==> src/hdl/sac_pkg.sv <==
// Shared types, constants and register codes for the set-associative cache tag lookup.
// Used by the interfaces, the way-select unit, the top level and the checker.
`timescale 1ns / 1ps
`default_nettype none

package sac_pkg;

  // Default sizes of the tag store and the address.
  localparam int unsigned ADDR_BITS_DEF = 12;
  localparam int unsigned MAX_SETS_DEF  = 16;
  localparam int unsigned MAX_WAYS_DEF  = 4;

  // Configuration port.
  localparam int unsigned CFG_IDX_W  = 3;
  localparam int unsigned CFG_DATA_W = 10;

  // Register widths.
  localparam int unsigned OFF_W   = 4;
  localparam int unsigned IDXW_W  = 3;
  localparam int unsigned WAYS_W  = 3;
  localparam int unsigned HCOST_W = 8;
  localparam int unsigned MCOST_W = 10;

  // Register reset values.
  localparam logic [OFF_W-1:0]   OFF_RST   = 4'd5;
  localparam logic [IDXW_W-1:0]  IDXW_RST  = 3'd3;
  localparam logic [WAYS_W-1:0]  WAYS_RST  = 3'd1;
  localparam logic [HCOST_W-1:0] HCOST_RST = 8'd5;
  localparam logic [MCOST_W-1:0] MCOST_RST = 10'd103;

  // The set field can be up to 2**IDXW_W - 1 bits wide.
  localparam int unsigned IDX_FIELD_W = 7;
  // Wide enough for the clamped way count (up to eight ways).
  localparam int unsigned NWAYS_W = 4;
  // Shift amount for the tag: offset width plus index width.
  localparam int unsigned TSH_W = 5;

  localparam int unsigned CNT_W = 32;

  typedef enum logic [CFG_IDX_W-1:0] {
    CFG_OFFSET_WIDTH = 3'd0,
    CFG_INDEX_WIDTH  = 3'd1,
    CFG_WAYS_IN_USE  = 3'd2,
    CFG_HIT_COST     = 3'd3,
    CFG_MISS_COST    = 3'd4
  } cfg_idx_e;

  // Outcome of one set lookup.
  typedef struct packed {
    logic hit;
    logic evict;
  } sac_look_t;

endpackage

`default_nettype wire

==> src/hdl/sac_if.sv <==
// Valid/ready channel interfaces for the cache tag lookup: address in, result out.
// Depends on sac_pkg for default widths.
`timescale 1ns / 1ps
`default_nettype none

interface sac_in_if import sac_pkg::*; #(
  parameter int unsigned ADDR_BITS = ADDR_BITS_DEF
) ();
  logic                 valid;
  logic                 ready;
  logic [ADDR_BITS-1:0] address;

  modport source (output valid, output address, input ready);
  modport sink   (input valid, input address, output ready);
endinterface

interface sac_out_if import sac_pkg::*; #(
  parameter int unsigned WAY_W = 2,
  parameter int unsigned SET_W = 4
) ();
  logic             valid;
  logic             ready;
  logic             hit;
  logic [WAY_W-1:0] way_used;
  logic [SET_W-1:0] set_used;
  logic             evicted_valid;
  logic [CNT_W-1:0] total_ticks;
  logic [CNT_W-1:0] hit_total;
  logic [CNT_W-1:0] miss_total;

  modport source (output valid, output hit, output way_used, output set_used,
                  output evicted_valid, output total_ticks, output hit_total,
                  output miss_total, input ready);
  modport sink   (input valid, input hit, input way_used, input set_used,
                  input evicted_valid, input total_ticks, input hit_total,
                  input miss_total, output ready);
endinterface

`default_nettype wire

==> src/hdl/sac_way_sel.sv <==
// Tag compare, victim choice and LRU age update for one set row.
// Depends on sac_pkg for the lookup outcome struct.
`timescale 1ns / 1ps
`default_nettype none

module sac_way_sel import sac_pkg::*; #(
  parameter int unsigned ADDR_BITS = ADDR_BITS_DEF,
  parameter int unsigned MAX_WAYS  = MAX_WAYS_DEF,
  localparam int unsigned WAY_W    = (MAX_WAYS > 1) ? $clog2(MAX_WAYS) : 1
) (
  input  logic [MAX_WAYS-1:0][ADDR_BITS-1:0] tags_i,
  input  logic [MAX_WAYS-1:0]                valid_i,
  input  logic [MAX_WAYS-1:0][WAY_W-1:0]     ages_i,
  input  logic [ADDR_BITS-1:0]               tag_i,
  input  logic [NWAYS_W-1:0]                 nways_i,
  output sac_look_t                          res_o,
  output logic [WAY_W-1:0]                   way_o,
  output logic [MAX_WAYS-1:0][WAY_W-1:0]     ages_o
);

  logic [MAX_WAYS-1:0] in_use;
  logic                hit_found;
  logic [WAY_W-1:0]    hit_way;
  logic                inv_found;
  logic [WAY_W-1:0]    inv_way;
  logic [WAY_W-1:0]    old_way;
  logic [WAY_W-1:0]    old_age;
  logic [WAY_W-1:0]    sel_way;
  logic [WAY_W-1:0]    sel_age;

  always_comb begin
    for (int w = 0; w < MAX_WAYS; w++) begin
      in_use[w] = NWAYS_W'(w) < nways_i;
    end
  end

  // Lowest matching way wins; lowest invalid way is filled first.
  always_comb begin
    hit_found = 1'b0;
    hit_way   = '0;
    inv_found = 1'b0;
    inv_way   = '0;
    for (int w = 0; w < MAX_WAYS; w++) begin
      if (in_use[w] && valid_i[w] && (tags_i[w] == tag_i) && !hit_found) begin
        hit_found = 1'b1;
        hit_way   = WAY_W'(w);
      end
      if (in_use[w] && !valid_i[w] && !inv_found) begin
        inv_found = 1'b1;
        inv_way   = WAY_W'(w);
      end
    end
  end

  // Oldest way in use, lowest way on a tie. Way 0 is always in use.
  always_comb begin
    old_way = '0;
    old_age = ages_i[0];
    for (int w = 1; w < MAX_WAYS; w++) begin
      if (in_use[w] && (ages_i[w] > old_age)) begin
        old_way = WAY_W'(w);
        old_age = ages_i[w];
      end
    end
  end

  always_comb begin
    res_o.hit   = hit_found;
    res_o.evict = !hit_found && !inv_found;
    if (hit_found) begin
      sel_way = hit_way;
    end else if (inv_found) begin
      sel_way = inv_way;
    end else begin
      sel_way = old_way;
    end
    way_o = sel_way;
  end

  // Every way younger than the touched one ages by one; the touched way becomes newest.
  always_comb begin
    sel_age = ages_i[sel_way];
    for (int w = 0; w < MAX_WAYS; w++) begin
      if (ages_i[w] < sel_age) begin
        ages_o[w] = ages_i[w] + WAY_W'(1);
      end else begin
        ages_o[w] = ages_i[w];
      end
    end
    ages_o[sel_way] = '0;
  end

endmodule

`default_nettype wire

==> src/hdl/set_assoc_cache_tag_lookup.sv <==
// Top level of the set-associative cache tag lookup with per-set LRU replacement.
// Depends on sac_pkg, the sac_in_if/sac_out_if interfaces and sac_way_sel.
`timescale 1ns / 1ps
`default_nettype none

//  Channel   Direction  Handshake        Payload
//  in_i      sink       valid / ready    address
//  out_o     source     valid / ready    hit, way_used, set_used, evicted_valid,
//                                        total_ticks, hit_total, miss_total
//  cfg       write      cfg_we_i         cfg_idx_i, cfg_wdata_i
//
//  Each item first reads its set row from the single-port tag memory, then compares,
//  chooses the way and writes the updated row back.
//  After reset the block sweeps the tag memory, one set per cycle, marking every line
//  invalid and restoring the ages; no item is accepted meanwhile.
//  A new item may be accepted while a finished result still waits on out_o. Its lookup
//  then holds, with the row it read, until the output register frees up.

module set_assoc_cache_tag_lookup import sac_pkg::*; #(
  parameter int unsigned ADDR_BITS = ADDR_BITS_DEF,
  parameter int unsigned MAX_SETS  = MAX_SETS_DEF,
  parameter int unsigned MAX_WAYS  = MAX_WAYS_DEF
) (
  input  logic                  clk_i,
  input  logic                  rst_ni,
  input  logic                  cfg_we_i,
  input  logic [CFG_IDX_W-1:0]  cfg_idx_i,
  input  logic [CFG_DATA_W-1:0] cfg_wdata_i,
  sac_in_if.sink                in_i,
  sac_out_if.source             out_o
);

  localparam int unsigned WAY_W  = (MAX_WAYS > 1) ? $clog2(MAX_WAYS) : 1;
  localparam int unsigned SET_W  = (MAX_SETS > 1) ? $clog2(MAX_SETS) : 1;
  localparam int unsigned TAG_VW = MAX_WAYS * ADDR_BITS;
  localparam int unsigned AGE_VW = MAX_WAYS * WAY_W;
  localparam int unsigned ROW_W  = AGE_VW + MAX_WAYS + TAG_VW;
  localparam int unsigned LUT_N  = 2 ** IDX_FIELD_W;

  typedef enum logic [1:0] {
    ST_CLEAR,
    ST_IDLE,
    ST_LOOK
  } state_e;

  // Configuration registers.
  logic [OFF_W-1:0]   off_q;
  logic [IDXW_W-1:0]  idxw_q;
  logic [WAYS_W-1:0]  ways_q;
  logic [HCOST_W-1:0] hcost_q;
  logic [MCOST_W-1:0] mcost_q;

  // Control and result registers.
  state_e             state_q;
  logic [SET_W-1:0]   clr_q;
  logic [SET_W-1:0]   set_q;
  logic [ADDR_BITS-1:0] tag_q;
  logic               out_vld_q;
  logic               hit_q;
  logic               evict_q;
  logic [WAY_W-1:0]   way_q;
  logic [SET_W-1:0]   oset_q;
  logic [CNT_W-1:0]   ticks_q;
  logic [CNT_W-1:0]   hits_q;
  logic [CNT_W-1:0]   misses_q;

  // Tag memory: one row per set holding ages, valid bits and tags of all ways.
  logic [ROW_W-1:0]   mem_q [MAX_SETS];
  logic [ROW_W-1:0]   rd_q;
  logic               mem_we;
  logic [SET_W-1:0]   mem_waddr;
  logic [ROW_W-1:0]   mem_wdata;

  // Address split.
  logic [ADDR_BITS-1:0]   addr_sh;
  logic [IDX_FIELD_W:0]   idx_one;
  logic [IDX_FIELD_W-1:0] idx_mask;
  logic [IDX_FIELD_W-1:0] idx_field;
  logic [SET_W-1:0]       set_lut [LUT_N];
  logic [SET_W-1:0]       set_d;
  logic [TSH_W-1:0]       tag_sh;
  logic [ADDR_BITS-1:0]   tag_d;

  // Lookup of the row just read.
  logic [MAX_WAYS-1:0][ADDR_BITS-1:0] rd_tags;
  logic [MAX_WAYS-1:0]                rd_vld;
  logic [MAX_WAYS-1:0][WAY_W-1:0]     rd_ages;
  logic [MAX_WAYS-1:0][ADDR_BITS-1:0] new_tags;
  logic [MAX_WAYS-1:0]                new_vld;
  logic [MAX_WAYS-1:0][WAY_W-1:0]     new_ages;
  logic [MAX_WAYS-1:0][WAY_W-1:0]     rst_ages;
  logic [NWAYS_W-1:0]                 nways;
  sac_look_t                          look;
  logic [WAY_W-1:0]                   look_way;

  logic in_acc;
  logic look_done;
  logic [CNT_W-1:0] ticks_d;
  logic [CNT_W-1:0] hits_d;
  logic [CNT_W-1:0] misses_d;

  function automatic logic [CNT_W-1:0] sat_add(logic [CNT_W-1:0] a, logic [CNT_W-1:0] b);
    logic [CNT_W:0] s;
    s = {1'b0, a} + {1'b0, b};
    return s[CNT_W] ? '1 : s[CNT_W-1:0];
  endfunction

  // ---------------------------------------------------------------------------
  // Configuration writes. Unknown indexes are ignored.
  // ---------------------------------------------------------------------------
  always_ff @(posedge clk_i or negedge rst_ni) begin
    if (!rst_ni) begin
      off_q   <= OFF_RST;
      idxw_q  <= IDXW_RST;
      ways_q  <= WAYS_RST;
      hcost_q <= HCOST_RST;
      mcost_q <= MCOST_RST;
    end else if (cfg_we_i) begin
      unique case (cfg_idx_e'(cfg_idx_i))
        CFG_OFFSET_WIDTH: off_q   <= cfg_wdata_i[OFF_W-1:0];
        CFG_INDEX_WIDTH:  idxw_q  <= cfg_wdata_i[IDXW_W-1:0];
        CFG_WAYS_IN_USE:  ways_q  <= cfg_wdata_i[WAYS_W-1:0];
        CFG_HIT_COST:     hcost_q <= cfg_wdata_i[HCOST_W-1:0];
        CFG_MISS_COST:    mcost_q <= cfg_wdata_i[MCOST_W-1:0];
        default: ;
      endcase
    end
  end

  // ---------------------------------------------------------------------------
  // Address split. The set field is up to seven bits wide; a value at or above
  // MAX_SETS wraps around, which a constant table resolves. Bits shifted in from
  // above the address read as zero.
  // ---------------------------------------------------------------------------
  for (genvar g = 0; g < LUT_N; g++) begin : g_set_lut
    assign set_lut[g] = SET_W'(g % MAX_SETS);
  end

  always_comb begin
    addr_sh   = in_i.address >> off_q;
    idx_one   = {{IDX_FIELD_W{1'b0}}, 1'b1} << idxw_q;
    // Index width seven leaves the low bits of idx_one at zero, which still gives all ones.
    idx_mask  = idx_one[IDX_FIELD_W-1:0] - IDX_FIELD_W'(1);
    idx_field = addr_sh[IDX_FIELD_W-1:0] & idx_mask;
    set_d     = set_lut[idx_field];
    tag_sh    = TSH_W'(off_q) + TSH_W'(idxw_q);
    tag_d     = in_i.address >> tag_sh;
  end

  // Way count in use: zero acts as one, anything above MAX_WAYS saturates.
  always_comb begin
    if (ways_q == '0) begin
      nways = NWAYS_W'(1);
    end else if (NWAYS_W'(ways_q) > NWAYS_W'(MAX_WAYS)) begin
      nways = NWAYS_W'(MAX_WAYS);
    end else begin
      nways = NWAYS_W'(ways_q);
    end
  end

  // ---------------------------------------------------------------------------
  // Row lookup and update.
  // ---------------------------------------------------------------------------
  assign rd_tags = rd_q[TAG_VW-1:0];
  assign rd_vld  = rd_q[TAG_VW +: MAX_WAYS];
  assign rd_ages = rd_q[TAG_VW + MAX_WAYS +: AGE_VW];

  sac_way_sel #(
    .ADDR_BITS (ADDR_BITS),
    .MAX_WAYS  (MAX_WAYS)
  ) u_way_sel (
    .tags_i  (rd_tags),
    .valid_i (rd_vld),
    .ages_i  (rd_ages),
    .tag_i   (tag_q),
    .nways_i (nways),
    .res_o   (look),
    .way_o   (look_way),
    .ages_o  (new_ages)
  );

  always_comb begin
    new_tags = rd_tags;
    new_vld  = rd_vld;
    if (!look.hit) begin
      new_tags[look_way] = tag_q;
    end
    new_vld[look_way] = 1'b1;
  end

  always_comb begin
    for (int w = 0; w < MAX_WAYS; w++) begin
      rst_ages[w] = WAY_W'(w);
    end
  end

  always_comb begin
    if (look.hit) begin
      ticks_d  = sat_add(ticks_q, CNT_W'(hcost_q));
      hits_d   = sat_add(hits_q, CNT_W'(1));
      misses_d = misses_q;
    end else begin
      ticks_d  = sat_add(ticks_q, CNT_W'(mcost_q));
      hits_d   = hits_q;
      misses_d = sat_add(misses_q, CNT_W'(1));
    end
  end

  // ---------------------------------------------------------------------------
  // Handshakes. One item is in flight at a time; its lookup finishes once the
  // output register is empty or being emptied in the same cycle.
  // ---------------------------------------------------------------------------
  assign in_i.ready = (state_q == ST_IDLE);
  assign in_acc     = in_i.valid && in_i.ready;
  assign look_done  = (state_q == ST_LOOK) && (!out_vld_q || out_o.ready);

  // Memory writes come from the clearing sweep or from a finished lookup.
  always_comb begin
    mem_we    = 1'b0;
    mem_waddr = set_q;
    mem_wdata = {new_ages, new_vld, new_tags};
    if (state_q == ST_CLEAR) begin
      mem_we    = 1'b1;
      mem_waddr = clr_q;
      mem_wdata = {rst_ages, {MAX_WAYS{1'b0}}, {TAG_VW{1'b0}}};
    end else if (look_done) begin
      mem_we = 1'b1;
    end
  end

  // Reads are issued on accept and writes only in the other states, so a read never
  // meets a write to the same row in one cycle.
  always_ff @(posedge clk_i) begin
    if (mem_we) begin
      mem_q[mem_waddr] <= mem_wdata;
    end
    if (in_acc) begin
      rd_q <= mem_q[set_d];
    end
  end

  // Accepted item's tag and set; no reset needed.
  always_ff @(posedge clk_i) begin
    if (in_acc) begin
      set_q <= set_d;
      tag_q <= tag_d;
    end
  end

  // ---------------------------------------------------------------------------
  // Sequencer, counters and the output register.
  // ---------------------------------------------------------------------------
  always_ff @(posedge clk_i or negedge rst_ni) begin
    if (!rst_ni) begin
      state_q   <= ST_CLEAR;
      clr_q     <= '0;
      out_vld_q <= 1'b0;
      hit_q     <= 1'b0;
      evict_q   <= 1'b0;
      way_q     <= '0;
      oset_q    <= '0;
      ticks_q   <= '0;
      hits_q    <= '0;
      misses_q  <= '0;
    end else begin
      if (out_vld_q && out_o.ready && !look_done) begin
        out_vld_q <= 1'b0;
      end
      unique case (state_q)
        ST_CLEAR: begin
          if (clr_q == SET_W'(MAX_SETS - 1)) begin
            state_q <= ST_IDLE;
          end else begin
            clr_q <= clr_q + SET_W'(1);
          end
        end
        ST_IDLE: begin
          if (in_acc) begin
            state_q <= ST_LOOK;
          end
        end
        ST_LOOK: begin
          if (look_done) begin
            state_q   <= ST_IDLE;
            out_vld_q <= 1'b1;
            hit_q     <= look.hit;
            evict_q   <= look.evict;
            way_q     <= look_way;
            oset_q    <= set_q;
            ticks_q   <= ticks_d;
            hits_q    <= hits_d;
            misses_q  <= misses_d;
          end
        end
        default: begin
          state_q <= ST_IDLE;
        end
      endcase
    end
  end

  assign out_o.valid         = out_vld_q;
  assign out_o.hit           = hit_q;
  assign out_o.way_used      = way_q;
  assign out_o.set_used      = oset_q;
  assign out_o.evicted_valid = evict_q;
  assign out_o.total_ticks   = ticks_q;
  assign out_o.hit_total     = hits_q;
  assign out_o.miss_total    = misses_q;

endmodule

`default_nettype wire

==> src/flat_wrapper.sv <==
// flat-port wrapper written by rule: the top's interface ports become plain ports
module set_assoc_cache_tag_lookup_flat import sac_pkg::*;
#(
  parameter int unsigned ADDR_BITS = ADDR_BITS_DEF,
  parameter int unsigned MAX_SETS  = MAX_SETS_DEF,
  parameter int unsigned MAX_WAYS  = MAX_WAYS_DEF
)
  (clk_i, rst_ni, cfg_we_i, cfg_idx_i, cfg_wdata_i, in_i_valid, in_i_address, in_i_ready, out_o_valid, out_o_hit, out_o_way_used, out_o_set_used, out_o_evicted_valid, out_o_total_ticks, out_o_hit_total, out_o_miss_total, out_o_ready);
  sac_in_if #(.ADDR_BITS(ADDR_BITS)) in_i_i ();
  sac_out_if out_o_i ();
  input  logic clk_i;
  input  logic rst_ni;
  input  logic cfg_we_i;
  input  logic [CFG_IDX_W-1:0] cfg_idx_i;
  input  logic [CFG_DATA_W-1:0] cfg_wdata_i;
  input wire logic [$bits(in_i_i.valid)-1:0] in_i_valid;
  input wire logic [$bits(in_i_i.address)-1:0] in_i_address;
  output wire logic [$bits(in_i_i.ready)-1:0] in_i_ready;
  output wire logic [$bits(out_o_i.valid)-1:0] out_o_valid;
  output wire logic [$bits(out_o_i.hit)-1:0] out_o_hit;
  output wire logic [$bits(out_o_i.way_used)-1:0] out_o_way_used;
  output wire logic [$bits(out_o_i.set_used)-1:0] out_o_set_used;
  output wire logic [$bits(out_o_i.evicted_valid)-1:0] out_o_evicted_valid;
  output wire logic [$bits(out_o_i.total_ticks)-1:0] out_o_total_ticks;
  output wire logic [$bits(out_o_i.hit_total)-1:0] out_o_hit_total;
  output wire logic [$bits(out_o_i.miss_total)-1:0] out_o_miss_total;
  input wire logic [$bits(out_o_i.ready)-1:0] out_o_ready;
  assign in_i_i.valid = in_i_valid;
  assign in_i_i.address = in_i_address;
  assign in_i_ready = in_i_i.ready;
  assign out_o_valid = out_o_i.valid;
  assign out_o_hit = out_o_i.hit;
  assign out_o_way_used = out_o_i.way_used;
  assign out_o_set_used = out_o_i.set_used;
  assign out_o_evicted_valid = out_o_i.evicted_valid;
  assign out_o_total_ticks = out_o_i.total_ticks;
  assign out_o_hit_total = out_o_i.hit_total;
  assign out_o_miss_total = out_o_i.miss_total;
  assign out_o_i.ready = out_o_ready;
  set_assoc_cache_tag_lookup #(.ADDR_BITS(ADDR_BITS), .MAX_SETS(MAX_SETS), .MAX_WAYS(MAX_WAYS)) u_core (.clk_i(clk_i), .rst_ni(rst_ni), .cfg_we_i(cfg_we_i), .cfg_idx_i(cfg_idx_i), .cfg_wdata_i(cfg_wdata_i), .in_i(in_i_i), .out_o(out_o_i));
endmodule
==> config.mk <==
export PLATFORM = sky130hd
export DESIGN_NAME = set_assoc_cache_tag_lookup_flat
export DESIGN_NICKNAME = d
export VERILOG_FILES = /design/src/hdl/sac_pkg.sv /design/src/hdl/sac_if.sv /design/src/hdl/sac_way_sel.sv /design/src/hdl/set_assoc_cache_tag_lookup.sv /design/src/flat_wrapper.sv
export SDC_FILE = /design/constraint.sdc
export NUM_CORES = 1
export LEC_CHECK = 0
export ABC_AREA = 1
export BUFFER_PORTS_ARGS = -buffer_cell sky130_fd_sc_hd__buf_4
export CORE_MARGIN = 10
export CORE_UTILIZATION = 30
export DETAILED_ROUTE_END_ITERATION = 10
export GPL_TIMING_DRIVEN = 0
export PLACE_DENSITY = 0.47
export SYNTH_ARGS = -nofsm -noshare
export SYNTH_HDL_FRONTEND = slang
export SYNTH_SLANG_ARGS = --single-unit
==> constraint.sdc <==
create_clock -name clk_i -period 4.7 [get_ports clk_i]
set_input_delay 0.47 -clock clk_i [delete_from_list [all_inputs] [get_ports clk_i]]
set_output_delay 0.47 -clock clk_i [all_outputs]
set_load 0.02 [all_outputs]
==> results.cfg, run 1 <==
[critical_path]
startpoint_type = register
crit_family = simple AND/OR/NAND/NOR gates
cp_slowest_cell = edfxtp_1
r2r-end = u_core.mem_q[10][55]
critPathMaxFanout = 16
path_class = reg -> reg
cpPeakStageDelay_ns = 0.44
reg2reg_slack_ns = -0.04
path_buf_inv = 5
endpoint_kind = register
r2r-start = u_core.rd_q[54]
rr_worst_depth = 31
worstPathArrival_ns = 5.35
crit_required_ns = 5.32
critical_path.most_common_cell = nand2_2

[floorplan]
fp.dieArea_um2 = 190000
die_w_um = 436
die_y_um = 436
rows = 152
coreArea_um2 = 172000
num_io_pins = 136
start_util_pct = 30.2

[sta]
period_share_pct = 101
worst_slew_pin_slew_ns = 1.24
fin_ws_ns = -0.0361
slew_viol_final = 0
fmax_mhz = 211
hold_violations = 0
setup_viol = 27
rsz0062_at_grt = yes
maxSlewHeadroom_pct = 17.6
hold_ws_ns = 0.0491
finClkSkew_ns = 0.0334
layout_min_cycle_time_ns = 4.74

[clock_tree]
clk_pin_slew_ns = 0.07
htreeDepth = 4
clockBufferDepth = 3
cts_tree = built
cts_num_sinks = 1175
cts_root_buffer = clkbuf_16
numCtsBuffers = 131
clk_latency_ns = 0.79

[global_routing]
grt_max_degree = 88
grt-ovfl-total = 0
globalRouteTotalUtil_pct = 17.9
grt_pass1_wl_um = 256000
grt_pass1_vias = 36726
antenna_found_initial = 13

[logic_synthesis]
syn_inst = 4584
post-synth-top-count-cell = edfxtp_1
synth_top_area_share_pct = 60.0
ys_seq_area_share_pct = 66.7
synth_edf_count = 1036
syn_avg_cell_area_um2 = 11.3
synth_commonest_cells = edfxtp_1, nor2_1, o21ai_0
syn_nets = 4652
yosys.area.top_type = edfxtp_1
synthFlopType = edfxtp_1
synthArstFlopShare_pct = 11.8
synth_area_leaders = edfxtp_1, dfrtp_1, o21ai_0
yosys.cell_types.count = 61
yosysWarnings = 0
synth-seq-cells = 1175
synth_area_um2 = 51900

[min_path]
whs_path_depth = 3
holdPathEnd = u_core.state_q[1]
worst_hold_path_type = in -> reg
hold_start = in_i_valid

[final_layout]
fin_nets = 4996
area_growth_pct = 19.3
nFillCells = 17042
drive_gt1_share_pct = 14.4

[power]
finalPower_mw = 41.8
p_leak_nw = 21.7
powerDensity_nw_per_um2 = 676
max-vdd-ir-drop_mv = 0.406

[routing]
vias = 37842
viasPerCell = 5.15
avgRoutedWirePerCell_um = 24.1
drc_errors = 0
drt_iter0_drc = 3622
drtPass1Iterations = 7
drt-total-wl_um = 177000
drtAntennaViolNets = 0

[placed_design]
gp_congestion = 0.866
io_buffers = 135
post-dp-hpwl_um = 122000

[status]
status = finished with violations
violations = negative setup slack

[job]
max-cap-violations = 0
==> cell usage in the layout, fill, tap and decap left out, drive strengths merged, types with 3 or more instances in the layout <==
cell type	n
a21oi	94
a311oi	3
nand2	571
buf	345
nor2	700
clkinvlp	3
o22ai	6
edfxtp	1036
nand4	41
or2	11
dfrtp	127
nand3b	9
dfstp	12
bufinv	9
xor2	76
nor3b	6
o221ai	243
mux2i	5
o21a	3
ha	35
fa	3
dlygate4sd3	5
nand3	228
nor3	61
clkbuf	283
o211ai	16
inv	260
xnor2	25
clkinv	51
nor4	23
o21ai	717
==> cell type report <==
type / instances / area (µm²) / share of cell area (%)
Inverter: 256 / 971 / 1.57
Timing Repair Buffer: 211 / 2210 / 3.58
Antenna cell: 2 / 5.00 / 0.00809
Sequential cell: 1175 / 34600 / 55.9
Clock buffer: 169 / 3520 / 5.70
Buffer: 253 / 1250 / 2.01
Multi-Input combinational cell: 2900 / 15700 / 25.4
Clock inverter: 67 / 709 / 1.15
Tap cell: 2310 / 2890 / 4.67
==> cell families after synthesis <==
group / after synthesis / synth area share (%)
adder cells (fa/ha/maj): 38 / 0.960
XOR/XNOR: 101 / 1.71
flip-flops: 1175 / 66.7
multiplexers: 7 / 0.140
AO/OA/AOI/OAI: 1097 / 12.6
buffers and inverters: 509 / 4.24
AND/OR/NAND/NOR: 1657 / 13.6
==> worst min-delay path: cells and delay by family <==
family          cells  cell delay, ns
compound gates      1            0.09
simple gates        1            0.10
buf+inv             1            0.11
==> worst max-delay path by stage <==
stage                           from              endpoint  slack (ns)  depth (start not counted)
floorplan            u_core.rd_q[53]   u_core.mem_q[0][53]        0.03                         28
global placement         out_o_ready    u_core.mem_q[0][8]       -3.67                          7
detailed placement  u_core.ways_q[2]  u_core.mem_q[12][53]       -1.82                         28
CTS                  u_core.rd_q[53]  u_core.mem_q[10][55]       0.002                         30
global route         u_core.rd_q[54]   u_core.mem_q[8][57]       -0.20                         31
finish               u_core.rd_q[54]  u_core.mem_q[10][55]       -0.04                         31
==> routing by layer <==
layer / up-vias / share of wire, % / GRT usage (%) / routed length [µm]
met2: 1321 / 47 / 29.2 / 82700
met3: 231 / 6.7 / 3.16 / 11800
met5: - / 0 / 0 / 0
met1: 18936 / 44 / 24.7 / 78500
li1: 17354 / - / - / -
met4: 0 / 2.1 / 4.26 / 3650
==> stage by stage <==
| stage | util [%] | worst slack [ns] | instance area (µm²) | cells | TNS, ns |
|---|---|---|---|---|---|
| after floorplan | - | 0.0339 | 51900 | 4584 | 0 |
| after global placement | 32.5 | -3.67 | 55800 | 7029 | -4065.68 |
| after detailed placement | 33.1 | -1.82 | 56900 | 7074 | -590.27 |
| after CTS | 35.8 | 0.00159 | 61600 | 7327 | 0 |
| after global routing | 36.0 | -0.200 | 61900 | 7341 | -32.15 |
| final | 36.0 | -0.0361 | 61900 | 7343 | -0.291 |
==> flip-flops by register name, summed over array words and instances, names as in the netlist, 2 cells and up <==
signal	cells
u_core.mem_q	960
u_core.rd_q	60
u_core.out_o.hit_total	32
u_core.out_o.miss_total	32
u_core.out_o.total_ticks	32
u_core.tag_q	12
u_core.mcost_q	10
u_core.hcost_q	8
u_core.clr_q	4
u_core.off_q	4
u_core.out_o.set_used	4
u_core.set_q	4
u_core.idxw_q	3
u_core.ways_q	3
u_core.out_o.way_used	2
u_core.state_q	2
==> timing repair <==
action	in CTS	in global routing
resized for setup	63	39
endpoints found under the hold margin	58	0
setup endpoints to repair	934	679
pin swaps	7	19
setup buffers	12	16
gates cloned	0	0
hold buffers	5	0
==> power breakdown <==
part | internal, mW | leakage [nW] | total (mW) | switching, mW
sequential | 15.4 | 11.3 | 16.2 | 0.885
combinational | 4.08 | 8.44 | 15.4 | 11.3
clock | 5.84 | 2.05 | 10.2 | 4.35
(Power assumes the default switching activity.)
==> run 2, diff against run 1 <==
==> constraint.sdc (replaced) <==
create_clock -name clk_i -period 4.7 [get_ports clk_i]
set_input_delay 0.705 -clock clk_i [delete_from_list [all_inputs] [get_ports clk_i]]
set_output_delay 0.705 -clock clk_i [all_outputs]
set_load 0.02 [all_outputs]
==> results.cfg, run 2 (same netlist as run 1, synthesis figures left out) <==
[power]
sw_frac_of_total_pct = 39.6
p_comb_share_pct = 36.8
intPower_mw = 25.3
finalPower_mw = 41.8
p_clk_share_pct = 24.4
p_leak_nw = 21.7
powerDensity_nw_per_um2 = 677
switching_power_mw = 16.6
max-vdd-ir-drop_mv = 0.406
power_frac_seq_pct = 38.8

[global_routing]
grt_pass1_vias = 36710
grt_max_degree = 88
grt-ovfl-total = 0
antenna_found_initial = 13
grt_pass1_wl_um = 256000
globalRouteTotalUtil_pct = 17.9

[sta]
slew_viol_final = 0
rsz0062_at_grt = yes
maxSlewHeadroom_pct = 14.4
fmax_mhz = 211
hold_violations = 0
worst_slew_pin_slew_ns = 1.28
fin_ws_ns = -0.0366
period_share_pct = 101
setup_viol = 32
finClkSkew_ns = 0.0364
layout_min_cycle_time_ns = 4.74

[routing]
drt_iter0_drc = 3683
drt-total-wl_um = 177000
drtAntennaViolNets = 0
drc_errors = 0
viasPerCell = 5.16
vias = 37869
avgRoutedWirePerCell_um = 24.1
drtPass1Iterations = 6

[placed_design]
io_buffers = 135
post-dp-hpwl_um = 122000
placed_area_um2 = 56900
gp_congestion = 0.866

[final_layout]
largest_reg_flops = 960
drive_gt1_share_pct = 14.4
reg.largest.list = u_core.mem_q: 960 flops, u_core.rd_q: 60 flops
mostFrequentLayoutCells = edfxtp_1, nor2_1, o21ai_0
fin_nets = 4992
area.sequential_um2 = 34600
nFillCells = 17044
largest-register = u_core.mem_q
layout_commonest_cell = edfxtp_1
final_area_um2 = 61800
area_growth_pct = 19.2
multi_input_area_um2 = 15700

[status]
violations = negative setup slack
status = finished with violations

[critical_path]
critical_path.most_common_cell = nand2_2
cpPeakStageDelay_ns = 0.44
crit_required_ns = 5.32
worstPathArrival_ns = 5.35
critPathMaxFanout = 16
r2r-start = u_core.rd_q[54]
reg2reg_slack_ns = -0.04
path_class = reg -> reg
endpoint_kind = register
startpoint_type = register
cp_slowest_cell = edfxtp_1
r2r-end = u_core.mem_q[10][55]
rr_worst_depth = 31

[clock_tree]
numCtsBuffers = 131
htreeDepth = 4
cts_num_sinks = 1175
clockBufferDepth = 3
clk_latency_ns = 0.79
clk_pin_slew_ns = 0.06
cts_tree = built
cts_root_buffer = clkbuf_16

[min_path]
worst_hold_path_type = in -> reg
holdPathEnd = u_core.mcost_q[9]
whs_path_depth = 2
hold_start = cfg_wdata_i[9]

[floorplan]
die_y_um = 436
die_w_um = 436
coreArea_um2 = 172000
num_io_pins = 136
fp.dieArea_um2 = 190000
rows = 152
start_util_pct = 30.2

[job]
max-cap-violations = 0
-- run 2: power groups by stage --
| stage | registers (mW) | logic [mW] | clock network (mW) |
|---|---|---|---|
| finish | 16.2 | 15.4 | 10.2 |
| global route | 16.4 | 16.6 | 10.8 |
| CTS | 16.2 | 15.1 | 10.4 |
| detailed placement | 16.5 | 14.6 | 0 |
| global placement | 16.8 | 13.8 | 0 |
| floorplan | 16.5 | 7.76 | 0 |
-- run 2: worst max path at each step --
stage                     cells past startpoint                   end             start
after floorplan                              28   u_core.mem_q[0][53]   u_core.rd_q[53]
after global placement                        7    u_core.mem_q[0][8]       out_o_ready
after detailed placement                     28  u_core.mem_q[12][53]  u_core.ways_q[2]
after CTS                                    30  u_core.mem_q[10][55]   u_core.rd_q[53]
after global routing                         31   u_core.mem_q[8][57]   u_core.rd_q[54]
final                                        31  u_core.mem_q[10][55]   u_core.rd_q[54]
-- run 2: layout make-up --
type / instances / area share (%)
clock buffer: 169 / 5.70
buffer: 253 / 2.02
antenna: 5 / 0.0202
multi-input combinational: 2900 / 25.4
clock inverter: 67 / 1.15
timing repair buffer: 207 / 3.51
tap: 2310 / 4.67
sequential: 1175 / 56.0
inverter: 256 / 1.57
-- run 2: routing by layer --
metal	track usage (%)	share of wire (%)	wire length, µm	vias to the layer above
li1	-	-	-	17348
met1	24.7	45	79000	19071
met2	29.2	47	83000	1221
met3	3.15	6.3	11100	229
met4	4.26	2.0	3620	0
met5	0	0	0	-
-- run 2: critical path: cells and delay by family (launching register included) --
kind	cells	cell delay (ns)
DFF	1	0.44
buffers and inverters	5	0.69
adders and majority gates	4	1.12
AOI/OAI and AO/OA	5	0.70
and+or+nand+nor	17	1.58
-- run 2: timing repair --
action                                 4_1_cts  5_1_grt
pin swaps                                    7       19
gates resized for setup                     63       39
endpoints found under the hold margin       43        0
setup buffers                               12       16
setup endpoints to repair                  934      679
hold buffers                                 1        0
-- run 2: stage by stage --
step | setup TNS, ns | hold slack (ns) | utilization [%] | std cells | setup slack [ns]
after floorplan | 0 | 0.409 | - | 4584 | 0.0339
after global placement | -4297.27 | 0.464 | 32.5 | 7029 | -3.90
after detailed placement | -591.80 | 0.467 | 33.1 | 7074 | -1.82
after CTS | 0 | 0.0968 | 35.8 | 7323 | 0.00159
after global routing | -32.15 | 0.136 | 36.0 | 7337 | -0.200
final | -0.697 | 0.167 | 36.0 | 7342 | -0.0366
